$ cat src/design/mutf7_pkg.sv
// Shared types and constants of the modified UTF-7 encoder.
package mutf7_pkg;

	localparam int MAX_BYTES = 5;
	localparam int CNT_W = $clog2(MAX_BYTES + 1);
	localparam int IDX_W = $clog2(MAX_BYTES);

	localparam logic [6:0] CHAR_AMP  = 7'h26;
	localparam logic [6:0] CHAR_DASH = 7'h2D;

	typedef struct packed {
		logic [15:0] code_unit;
		logic        final_unit;
	} item_t;

	typedef struct packed {
		logic [6:0] out_char;
		logic       last_of_run;
		logic       string_done;
	} result_t;

	typedef struct packed {
		logic       in_run;
		logic [3:0] pending_bits;
		logic [2:0] pending_count;
	} enc_state_t;

	// All bytes caused by one input item, in emission order.
	typedef struct packed {
		logic [MAX_BYTES-1:0][6:0] chars;
		logic [CNT_W-1:0]          count;
		logic                      fin;
	} frame_t;

endpackage

$ cat src/design/modified_utf7_encoder.sv
// Top level of the IMAP modified UTF-7 encoder: run state and byte output.
// Each beat in carries one UTF-16 code unit and a flag for the string's last unit; each beat
// out is one ASCII byte, with last_of_run marking the final byte of an item and string_done
// the final byte of the string. An item yields 1 to 5 bytes, handed out one per cycle unless
// result_stall holds the output. A printable unit yields one to four bytes, since closing an
// open run adds a padded character and '-', and an '&' adds its '-'. A unit that is base64
// encoded yields two to five, counting the opening '&' of a run and the close at string end.
// The next item is taken in the same cycle the previous item's last
// byte leaves, so the output byte register is the only limit on throughput.
module modified_utf7_encoder (
	input  logic                clk,
	input  logic                arst_n,
	input  logic                item_valid,
	output logic                item_stall,
	input  mutf7_pkg::item_t    item,
	output logic                result_valid,
	input  logic                result_stall,
	output mutf7_pkg::result_t  result
);
	import mutf7_pkg::*;

	enc_state_t state_q;
	enc_state_t state_next;
	frame_t     frame;
	logic       busy;
	logic       accept;

	assign item_stall = busy;
	assign accept = item_valid && !busy;

	mutf7_frame u_frame (
		.item    (item),
		.st      (state_q),
		.frame   (frame),
		.st_next (state_next)
	);

	mutf7_serializer u_ser (
		.clk          (clk),
		.arst_n       (arst_n),
		.load         (accept),
		.frame        (frame),
		.busy         (busy),
		.result_valid (result_valid),
		.result_stall (result_stall),
		.result       (result)
	);

	always_ff @(posedge clk or negedge arst_n) begin
		if (!arst_n) begin
			state_q <= '0;
		end else if (accept) begin
			state_q <= state_next;
		end
	end

endmodule

$ cat src/design/mutf7_frame.sv
// Builds the byte list and next encoder state for one code unit.
module mutf7_frame (
	input  mutf7_pkg::item_t      item,
	input  mutf7_pkg::enc_state_t st,
	output mutf7_pkg::frame_t     frame,
	output mutf7_pkg::enc_state_t st_next
);
	import mutf7_pkg::*;

	function automatic logic [6:0] b64_char(input logic [5:0] v);
		logic [6:0] r;
		if (v < 6'd26) begin
			r = 7'h41 + {1'b0, v};
		end else if (v < 6'd52) begin
			r = 7'h61 + {1'b0, v} - 7'd26;
		end else if (v < 6'd62) begin
			r = 7'h30 + {1'b0, v} - 7'd52;
		end else if (v == 6'd62) begin
			r = 7'h2B;
		end else begin
			r = 7'h2C;
		end
		return r;
	endfunction

	// Leftover bits are zero-padded on the right into one character.
	function automatic logic [5:0] pad_group(input logic [3:0] bits, input logic [2:0] cnt);
		logic [5:0] r;
		if (cnt == 3'd2) begin
			r = {bits[1:0], 4'b0000};
		end else begin
			r = {bits[3:0], 2'b00};
		end
		return r;
	endfunction

	logic [CNT_W-1:0] n;
	logic [15:0]      u;
	logic             printable;
	logic [3:0]       rem_bits;
	logic [2:0]       rem_cnt;

	assign u = item.code_unit;
	assign printable = u inside {[16'd32:16'd126]};

	always_comb begin
		n = '0;
		frame.chars = '0;
		st_next = '0;
		rem_bits = '0;
		rem_cnt = '0;
		if (printable) begin
			if (st.in_run) begin
				if (st.pending_count != 3'd0) begin
					frame.chars[n[IDX_W-1:0]] = b64_char(pad_group(st.pending_bits,
						st.pending_count));
					n = n + 1'b1;
				end
				frame.chars[n[IDX_W-1:0]] = CHAR_DASH;
				n = n + 1'b1;
			end
			frame.chars[n[IDX_W-1:0]] = u[6:0];
			n = n + 1'b1;
			if (u[6:0] == CHAR_AMP) begin
				frame.chars[n[IDX_W-1:0]] = CHAR_DASH;
				n = n + 1'b1;
			end
		end else begin
			if (!st.in_run) begin
				frame.chars[n[IDX_W-1:0]] = CHAR_AMP;
				n = n + 1'b1;
			end
			case (st.pending_count)
				3'd2: begin
					frame.chars[n[IDX_W-1:0]] = b64_char({st.pending_bits[1:0], u[15:12]});
					frame.chars[n[IDX_W-1:0] + 1'b1] = b64_char(u[11:6]);
					frame.chars[n[IDX_W-1:0] + 2'd2] = b64_char(u[5:0]);
					n = n + 2'd3;
				end
				3'd4: begin
					frame.chars[n[IDX_W-1:0]] = b64_char({st.pending_bits[3:0], u[15:14]});
					frame.chars[n[IDX_W-1:0] + 1'b1] = b64_char(u[13:8]);
					frame.chars[n[IDX_W-1:0] + 2'd2] = b64_char(u[7:2]);
					n = n + 2'd3;
					rem_bits = {2'b00, u[1:0]};
					rem_cnt = 3'd2;
				end
				default: begin
					frame.chars[n[IDX_W-1:0]] = b64_char(u[15:10]);
					frame.chars[n[IDX_W-1:0] + 1'b1] = b64_char(u[9:4]);
					n = n + 2'd2;
					rem_bits = u[3:0];
					rem_cnt = 3'd4;
				end
			endcase
			st_next.in_run = 1'b1;
			st_next.pending_bits = rem_bits;
			st_next.pending_count = rem_cnt;
			if (item.final_unit) begin
				if (rem_cnt != 3'd0) begin
					frame.chars[n[IDX_W-1:0]] = b64_char(pad_group(rem_bits, rem_cnt));
					n = n + 1'b1;
				end
				frame.chars[n[IDX_W-1:0]] = CHAR_DASH;
				n = n + 1'b1;
				st_next = '0;
			end
		end
		frame.count = n;
		frame.fin = item.final_unit;
	end

endmodule

$ cat src/design/mutf7_serializer.sv
// Holds one item's byte list and hands it out one byte per beat.
module mutf7_serializer (
	input  logic                 clk,
	input  logic                 arst_n,
	input  logic                 load,
	input  mutf7_pkg::frame_t    frame,
	output logic                 busy,
	output logic                 result_valid,
	input  logic                 result_stall,
	output mutf7_pkg::result_t   result
);
	import mutf7_pkg::*;

	frame_t           frame_q;
	logic [IDX_W-1:0] idx_q;
	logic             valid_q;
	logic             last;
	logic             take;

	assign last = ({1'b0, idx_q} + 1'b1) == {1'b0, frame_q.count};
	assign take = valid_q && !result_stall;
	// A new frame may enter in the cycle the last byte of the old one leaves.
	assign busy = valid_q && !(take && last);

	assign result_valid = valid_q;
	assign result.out_char = frame_q.chars[idx_q];
	assign result.last_of_run = last;
	assign result.string_done = last && frame_q.fin;

	always_ff @(posedge clk or negedge arst_n) begin
		if (!arst_n) begin
			valid_q <= 1'b0;
			idx_q <= '0;
		end else if (load) begin
			valid_q <= 1'b1;
			idx_q <= '0;
		end else if (take) begin
			if (last) begin
				valid_q <= 1'b0;
			end else begin
				idx_q <= idx_q + 1'b1;
			end
		end
	end

	always_ff @(posedge clk) begin
		if (load) begin
			frame_q <= frame;
		end
	end

endmodule

$ cat config.mk
export PLATFORM = sky130hd
export DESIGN_NAME = modified_utf7_encoder
export DESIGN_NICKNAME = d
export VERILOG_FILES = /design/src/design/mutf7_pkg.sv /design/src/design/modified_utf7_encoder.sv /design/src/design/mutf7_frame.sv /design/src/design/mutf7_serializer.sv
export SDC_FILE = /design/constraint.sdc
export NUM_CORES = 1
export LEC_CHECK = 0
export BUFFER_PORTS_ARGS = -buffer_cell sky130_fd_sc_hd__buf_2
export CAP_MARGIN = 40
export CORE_MARGIN = 8
export CORE_UTILIZATION = 50
export DETAILED_ROUTE_END_ITERATION = 7
export GPL_TIMING_DRIVEN = 0
export PLACE_DENSITY = 0.73
export SYNTH_ARGS = -nofsm -noshare
export SYNTH_HDL_FRONTEND = slang
export SYNTH_SLANG_ARGS = --single-unit
$ cat constraint.sdc
create_clock -name clk -period 4.4 [get_ports clk]
set_input_delay 0.22 -clock clk [delete_from_list [all_inputs] [get_ports clk]]
set_output_delay 0.22 -clock clk [all_outputs]
set_load 0.02 [all_outputs]
Word level (Yosys, flattened, before mapping)
Index checks and enable logic that the tools add are counted.
Cells by class
  mux-type cells: 136
  bitwise gates (word level): 9
  reductions and logical operators: 24
  $lt $le $gt $ge: 49
  add/subtract/negate cells: 60
  eq/ne operators: 16
Operators by type and width (count)
  2-to-1 mux 7 bit: 62
  bitwise mux 35 bit: 10
  2-to-1 mux 35 bit: 9
  demux 7 bit (select 3 bit): 8
  adder 7 x 6 -> 7 bit, first input constant: 20
  less-than comparator 6 bit, second input constant: 20
  2-to-1 mux 3 bit: 27
  adder 6 x 6 -> 7 bit, first input constant: 10
  case mux 35 bit (2 select lines): 1
  subtractor 7 x 5 -> 7 bit, second input constant: 10
  subtractor 7 x 6 -> 7 bit, second input constant: 10
  == test 6 bit, second input constant: 10
  less-than comparator 6 x 5 -> 1 bit, second input constant: 10
  2-to-1 mux 6 bit: 9
  NOT 15 bit: 3
  bitwise OR 20 bit: 2
  less-than comparator 3 x 4 -> 1 bit, second input constant: 9
  bitwise AND 15 bit: 2
  greater-or-equal comparator 3 x 1 -> 1 bit, second input constant: 8
  adder 3 x 1 -> 3 bit, second input constant: 7
  binary-select mux 7 bit (select 3 bit): 1
  bitwise OR 4 x 20 -> 20 bit: 1
  greater-or-equal comparator 16 x 6 -> 1 bit, second input constant: 1
  <= comparator 16 x 7 -> 1 bit, second input constant: 1
  18 further kinds: 43
Storage, ports and cells
  output and inout port bits: 11
  bits of input ports: 21
  bits in registers: 51
  word-level logic and storage cells: 306

Depth between registers and ports, before layout
Gate-level depths: netlist of the first run.
  depth after elaboration: 23
  mapped depth: 15
  depth with buffers taken out: 13

Cells and area by module
A second synthesis of the first run with hierarchy kept.
Unflattened totals
  cells, all modules: 983
  area total of the unflattened synthesis: 7651.1 um^2
By module, submodules not included
  mutf7_frame: times used 1, area each 5450.2 um^2, cells each 847, seq. area each 0.0 um^2
  mutf7_serializer: times used 1, area each 1846.8 um^2, cells each 118, seq. area each 1271.2 um^2
  modified_utf7_encoder: times used 1, area each 354.1 um^2, cells each 18, seq. area each 200.2 um^2

Worst setup path after synthesis of the first run
OpenSTA, ideal clock, no wires.
  path kind: flip-flop to flip-flop
  start: register state_q[1] (netlist bit)
  end: register u_ser.frame_q[13] (netlist bit), data pin
  library setup time: 0.268 ns
  stages on the path, launching flop included: 13
  buffers on the path: 3
  setup slack: 1.465 ns
  required time: 4.132 ns
  data arrival time: 2.667 ns
  clock period less this slack: 2.935 ns
  cell sequence: dfrtp_1 inv_1 ha_1 clkbuf_1 buf_2 buf_1 nor2_1 ha_1 a21oi_2 xor2_1 o21ai_0 a221oi_2 o31ai_1
RTL lines
  from (decl): RTL line modified_utf7_encoder.sv:22  | enc_state_t state_q;
  from (signal assigned): RTL line modified_utf7_encoder.sv:53  | state_q <= state_next;
  to (signal assigned): RTL line mutf7_serializer.sv:48  | frame_q <= frame;
  to (decl): RTL line mutf7_serializer.sv:14  | frame_t frame_q;

==> qor.csv, run 1 <==
metric,value,unit
GRT Util Overall,29.4,%
final hold violation count,0,
H-tree levels,2,
DRC,0,
Pint,2.11,mW
"Max FO, Critical Path",11,
number of CTS-inserted buffers,5,
number of core rows,45,
Yosys reg bits,50,
"Setup Fix Bufs, Post-CTS",0,
Core ar.,0.0151,mm2
starting density of the core,50.9,%
Worst-path clk slew,0.06,ns
syn_nets,1111,
"Req. time, crit path",4.40,ns
Syn Inst Count,1028,
Max Freq,246,MHz
outcome,finished clean,
CTS Sinks,50,
Max-slew headroom,36.1,%
layout cells sized above 1,9.72,%
Mapped Avg Cell Area,7.50,um2
ys async rst share,22.0,%
Sw Ratio,54.8,%
area growth from synthesis to layout,7.66,%
# diodes,0,
Comb power frac,74.1,%
Cell variety after synth,91,
top_reg_cell synth,edfxtp_1,
Max rail drop VDD,242,uV
die height,140,um
Top Ports,32,
Crit path arrival time,4.07,ns
Post-synth EDFFs,39,
Clock Path Buffers,2,
grt ovf,0,
Setup CP Type,reg2reg,
DR pass1 iterations,6,
first-pass GRT wire length,45900,um
"Slew Viols, Final",0,
WL final,30000,um
Die Wd,140,um
Worst-Margin Slew,0.954,ns
final setup TNS,0,ns
Finished Core Util,54.8,%
Post-Syn Area,0.00771,mm2
min cycle time layout,4.06,ns
Finished Layout Cells,1258,
register area share after synthesis,18.8,%
Crit. End Element,flip-flop,
P_sw,2.56,mW
vias in the first global route,8012,
hpwl dp,23300,um
post-route ant nets,0,
Clock Skew,0.00757,ns
synth warn,0,
Nets,1152,
vias per cell,6.95,
largest net degree at the start of global routing,26,
fin crit share,92.4,%
RSZ-0062 raised after global routing,no,
routed len/inst,23.8,um
Port Buffers,31,
initial antenna violation count,0,
"commonest non-fill, non-tap cell in the layout",nand2_1,
placed insts,1249,
P_leak,3.30,nW
initial DRC count,1206,
Final Setup Violations,0,
later-pin clock latency in the skew report,0.29,ns
max-cap violation count,0,
sequential power share,17.4,%
hold crit path type,in2reg,
die area,0.0197,mm2
GPL Wtd Cong,1.00,
CTS tree,done,
power per cell area,563,mW/mm2
Clock power frac,8.4,%
via count,8746,
clk root buf,clkbuf_16,
"commonest non-fill, non-tap cells in the layout","97 x nand2_1, 81 x nor2_1, 79 x a21oi_1, 62 x ha_1",
critical path launch point type,flip-flop,
==> power groups by stage <==
| stage | registers, mW | logic (mW) | clock network [mW] |
|---|---|---|---|
| 4_1_cts | 0.812 | 3.34 | 0.402 |
| 5_1_grt | 0.827 | 3.68 | 0.417 |
| 3_3_place_gp | 0.820 | 3.30 | 0 |
| 2_1_floorplan | 0.799 | 2.28 | 0 |
| 6_report | 0.814 | 3.47 | 0.395 |
| 3_5_place_dp | 0.819 | 3.33 | 0 |
==> cell usage after synthesis, types with 12 or more instances <==
cell      instances  area [um2]
nand2b_1         24         150
inv_1            44         165
clkbuf_1         29         109
nor2_1           81         304
edfxtp_1         39        1170
nor4_1           12        75.1
a21oi_1          79         395
o22ai_1          20         125
nand4_1          17         106
buf_2            30         150
nand3_1          46         230
ha_1             62         776
mux2i_1          36         360
o21ai_0          61         305
nor3_1           32         160
nor2b_1          17         106
a211oi_1         17         128
a31oi_1          17         106
and3_1           15        93.8
nand2_1          97         364
xnor2_1          24         210
==> layout make-up <==
class / count / area [um2]
Tap cell: 188 / 235
Timing Repair Buffer: 34 / 196
Fill cell: 1538 / 6840
Clock buffer: 8 / 158
Buffer: 69 / 324
Inverter: 47 / 176
Sequential cell: 50 / 1450
Multi-Input combinational cell: 862 / 5770
==> stage by stage <==
| stage | instance area (um2) | power [mW] | hold WS [ns] | setup WS [ns] |
|---|---|---|---|---|
| final | 8300 | 4.68 | 0.191 | 0.336 |
| after global routing | 8300 | 4.93 | 0.190 | 0.181 |
| after CTS | 8300 | 4.56 | 0.187 | 0.264 |
| after detailed placement | 8130 | 4.14 | 0.115 | 0.300 |
| after global placement | 8100 | 4.12 | 0.101 | 0.287 |
| after floorplan | 7710 | 3.08 | -0.0756 | 1.46 |
==> layer usage <==
| layer | part of all wire (%) | vias up | GRT usage (%) |
|---|---|---|---|
| met4 | 4.1 | 0 | 12.9 |
| met1 | 42 | 4099 | 39.6 |
| met2 | 44 | 556 | 46.1 |
| li1 | - | 3990 | - |
| met3 | 9.9 | 101 | 3.81 |
| met5 | 0 | - | 0 |
==> cells by family after synthesis <==
kind of cell,after synthesis,synth area share (%)
AO/OA/AOI/OAI,349,31.5
adder cells (fa/ha/maj),62,10.1
flip-flops,50,18.8
XOR/XNOR,26,2.95
buffers and inverters,116,6.47
multiplexers,38,5.11
AND/OR/NAND/NOR,387,25.1
==> state kept, by name, summed over array words and instances (netlist names) <==
signal	count
u_ser.frame_q	39
state_q	7
u_ser.idx_q	3
u_ser.result_valid	1
==> final timing paths <==
kind	start	end	slack (ns)	depth (start not counted)
worst max-delay path	state_q[1]$_DFFE_PN0P_	u_ser.frame_q[15]$_DFFE_PP_	0.34	15
worst min-delay path	item_valid	u_ser.result_valid$_DFFE_PN0P_	0.19	2
worst max register to register	state_q[1]$_DFFE_PN0P_	u_ser.frame_q[15]$_DFFE_PP_	0.34	15
worst min register to register	state_q[1]$_DFFE_PN0P_	state_q[1]$_DFFE_PN0P_	0.52	2
max in group asynchronous	arst_n	u_ser.idx_q[0]$_DFFE_PN0P_	3.84	2
min in group asynchronous	arst_n	state_q[7]$_DFFE_PN0P_	0.35	2
==> worst max-delay path, stage by stage (launching register included) <==
cell	delay, ns
dfrtp_1	0.39
inv_1	0.11
ha_1	0.18
clkbuf_1	0.31
buf_2	0.37
inv_1	0.20
buf_2	0.28
ha_1	0.26
inv_1	0.17
ha_1	0.23
nor2b_1	0.34
o21ai_0	0.14
nand2_1	0.25
nor3_1	0.08
a221oi_1	0.30
nand2_1	0.16
==> repair_timing <==
action	in CTS	in global routing
endpoints found under the hold margin	11	0
resized for setup	0	1
hold buffers	1	0
endpoints found under the setup margin	0	1
Power figures use the tool's default switching activity.
==> inputs of run 2 (changes only) <==
- CAP_MARGIN: 40 -> 20
- clock period: 4.4 -> 4.9 ns (I/O delays scaled with it)
==> run 2 against run 1 <==
Compared with the run above:
- non-clock buffer count is 1 lower
- clock power is 14% lower
- fmax is 5.5% lower
- sequential power is 10% lower
- largest power group unchanged
- clock-buffer cell count is 3 lower
- largest cell class unchanged
==> qor.csv, run 2 (same netlist as run 1, synthesis figures left out) <==
metric,value,unit,change
R2R depth,12,,-3
area growth from synthesis to layout,7.45,%,
Clock Skew,0.0123,ns,+0.00476 ns
RSZ-0062 raised after global routing,no,,
Nets,1151,,-0.087%
vias per cell,6.94,,-0.13%
cts repair resizes,0,,unchanged
fin crit share,87.7,%,-4.6 points
GR peak layer,met2,,
clk root buf,clkbuf_16,,
vias in the first global route,8136,,+1.5%
"Max FO, Critical Path",10,,-1
hold buffer count at CTS,1,,unchanged
initial antenna violation count,0,,unchanged
"Slowest-stage cell, CP",buf_1,,
Worst-path clk slew,0.07,ns,about the same
min cycle time layout,4.30,ns,+0.235 ns
Port Buffers,31,,unchanged
Crit path arrival time,4.29,ns,+0.22 ns
initial DRC count,1217,,+0.91%
fillcell total,1506,,-2.1%
Core ar.,0.0151,mm2,unchanged
CTS Sinks,50,,unchanged
hold crit path type,in2reg,,
max-cap violation count,0,,unchanged
H-tree levels,2,,unchanged
via count,8728,,-0.21%
critical path launch point type,flip-flop,,
outcome,finished clean,,
later-pin clock latency in the skew report,0.29,ns,about the same
routed len/inst,24.2,um,+1.4%
Post-Place Setup Slack,0.793,ns,+0.493 ns
# diodes,0,,unchanged
Top Ports,32,,unchanged
DR pass1 iterations,6,,unchanged
Final Setup Violations,0,,unchanged
Max rail drop VDD,221,uV,-9.0%
"Slew Viols, Final",0,,unchanged
"Req. time, crit path",4.89,ns,+0.49 ns
M2 GR Usage,47.2,%,+1.1 points
grt ovf,0,,unchanged
WL final,30400,um,+1.4%
Clock Path Buffers,2,,unchanged
Die Wd,140,um,unchanged
most flop-heavy register,u_ser.frame_q,,
final hold violation count,0,,unchanged
CTS tree,done,,
max reg flops,39,,unchanged
Crit. Startpoint,state_q[1]$_DFFE_PN0P_,,
hpwl dp,23400,um,+0.20%
Crit path largest cell delay,0.67,ns,+0.28 ns
number of CTS-inserted buffers,5,,unchanged
Max-slew headroom,8.31,%,-28 points
hold path startpoint,item_valid,,
"Setup Fix Bufs, Post-CTS",0,,unchanged
Crit Reg-Reg Startpoint,state_q[1]$_DFFE_PN0P_,,
first-pass GRT wire length,46400,um,+1.1%
starting density of the core,50.9,%,unchanged
CP Cell Sequence,"inv_1, ha_1, clkbuf_1, buf_2, buf_1, nor2_1, ha_1, a21oi_2, xor2_1, o21ai_0, a221oi_2, o31ai_1",,
Max Freq,233,MHz,-5.5%
die height,140,um,unchanged
Largest regs,"u_ser.frame_q x39, state_q x7, u_ser.idx_q x3",,
post-route ant nets,0,,unchanged
layout cells sized above 1,9.82,%,+0.10 points
Final WS setup,0.601,ns,+0.265 ns
die area,0.0197,mm2,unchanged
largest net degree at the start of global routing,26,,unchanged
power per cell area,507,mW/mm2,-10%
WHS Path Cells,2,,unchanged
Worst path most repeated cell,ha_1,,
overall power,4.20,mW,-10%
Setup CP Type,reg2reg,,
met1 Track Usage GR,39.4,%,-0.17 points
DRC,0,,unchanged
final setup TNS,0,ns,unchanged
Crit. End Element,flip-flop,,
"commonest non-fill, non-tap cells in the layout","97 x nand2_1, 81 x nor2_1, 79 x a21oi_1, 62 x ha_1",,
Worst-Margin Slew,1.34,ns,+0.386 ns
number of core rows,45,,unchanged
met3 usage,4.96,%,+1.2 points
"commonest non-fill, non-tap cell in the layout",nand2_1,,
GPL Wtd Cong,1.00,,unchanged
P_leak,3.29,nW,-0.33%
GRT Util Overall,29.8,%,+0.38 points
run 2: final timing paths:
kind                                                  endpoint  slack (ns)
min in group asynchronous               state_q[1]$_DFFE_PN0P_        0.34
worst min-delay path            u_ser.result_valid$_DFFE_PN0P_        0.21
worst min register to register          state_q[1]$_DFFE_PN0P_        0.52
worst max-delay path               u_ser.frame_q[13]$_DFFE_PP_        0.60
worst max register to register     u_ser.frame_q[13]$_DFFE_PP_        0.60
max in group asynchronous           u_ser.idx_q[0]$_DFFE_PN0P_        4.34
run 2: layout make-up:
cell class,instances,area [um2],share of cell area [%]
inverter,47,176,2.13
multi-input combinational,862,5770,69.6
tap,188,235,2.84
clock buffer,5,125,1.51
buffer,69,323,3.90
sequential,50,1450,17.5
clock inverter,3,21.3,0.257
timing repair buffer,33,193,2.33
run 2: report_power, final:
group          leakage [nW]  internal, mW  switching [mW]
combinational          2.73          1.01            2.11
sequential            0.497         0.660          0.0725
clock                0.0698         0.189           0.150
run 2: per-layer routing:
metal  wire [um]  vias to the layer above
li1            -                     3989
met1       12500                     4062
met2       13500                      583
met3        3280                       94
met4        1130                        0
met5           0                        -
run 2: through the flow:
stage / instances / util (%) / hold WS (ns) / area, um2
4_1_cts: 1257 / 54.7 / 0.202 / 8290
5_1_grt: 1257 / 54.7 / 0.214 / 8290
2_1_floorplan: 1028 / - / -0.0506 / 7710
3_5_place_dp: 1248 / 53.7 / 0.139 / 8130
3_3_place_gp: 1247 / 53.5 / 0.126 / 8100
6_report: 1257 / 54.7 / 0.206 / 8290
run 2: worst max-delay path: cells and delay by family (launching register included):
kind            cells  cell delay [ns]
compound gates      4             0.91
fa+ha+maj           2             0.52
simple gates        1             0.16
flops               1             0.40
buf+inv             4             1.46
xor+xnor            1             0.53
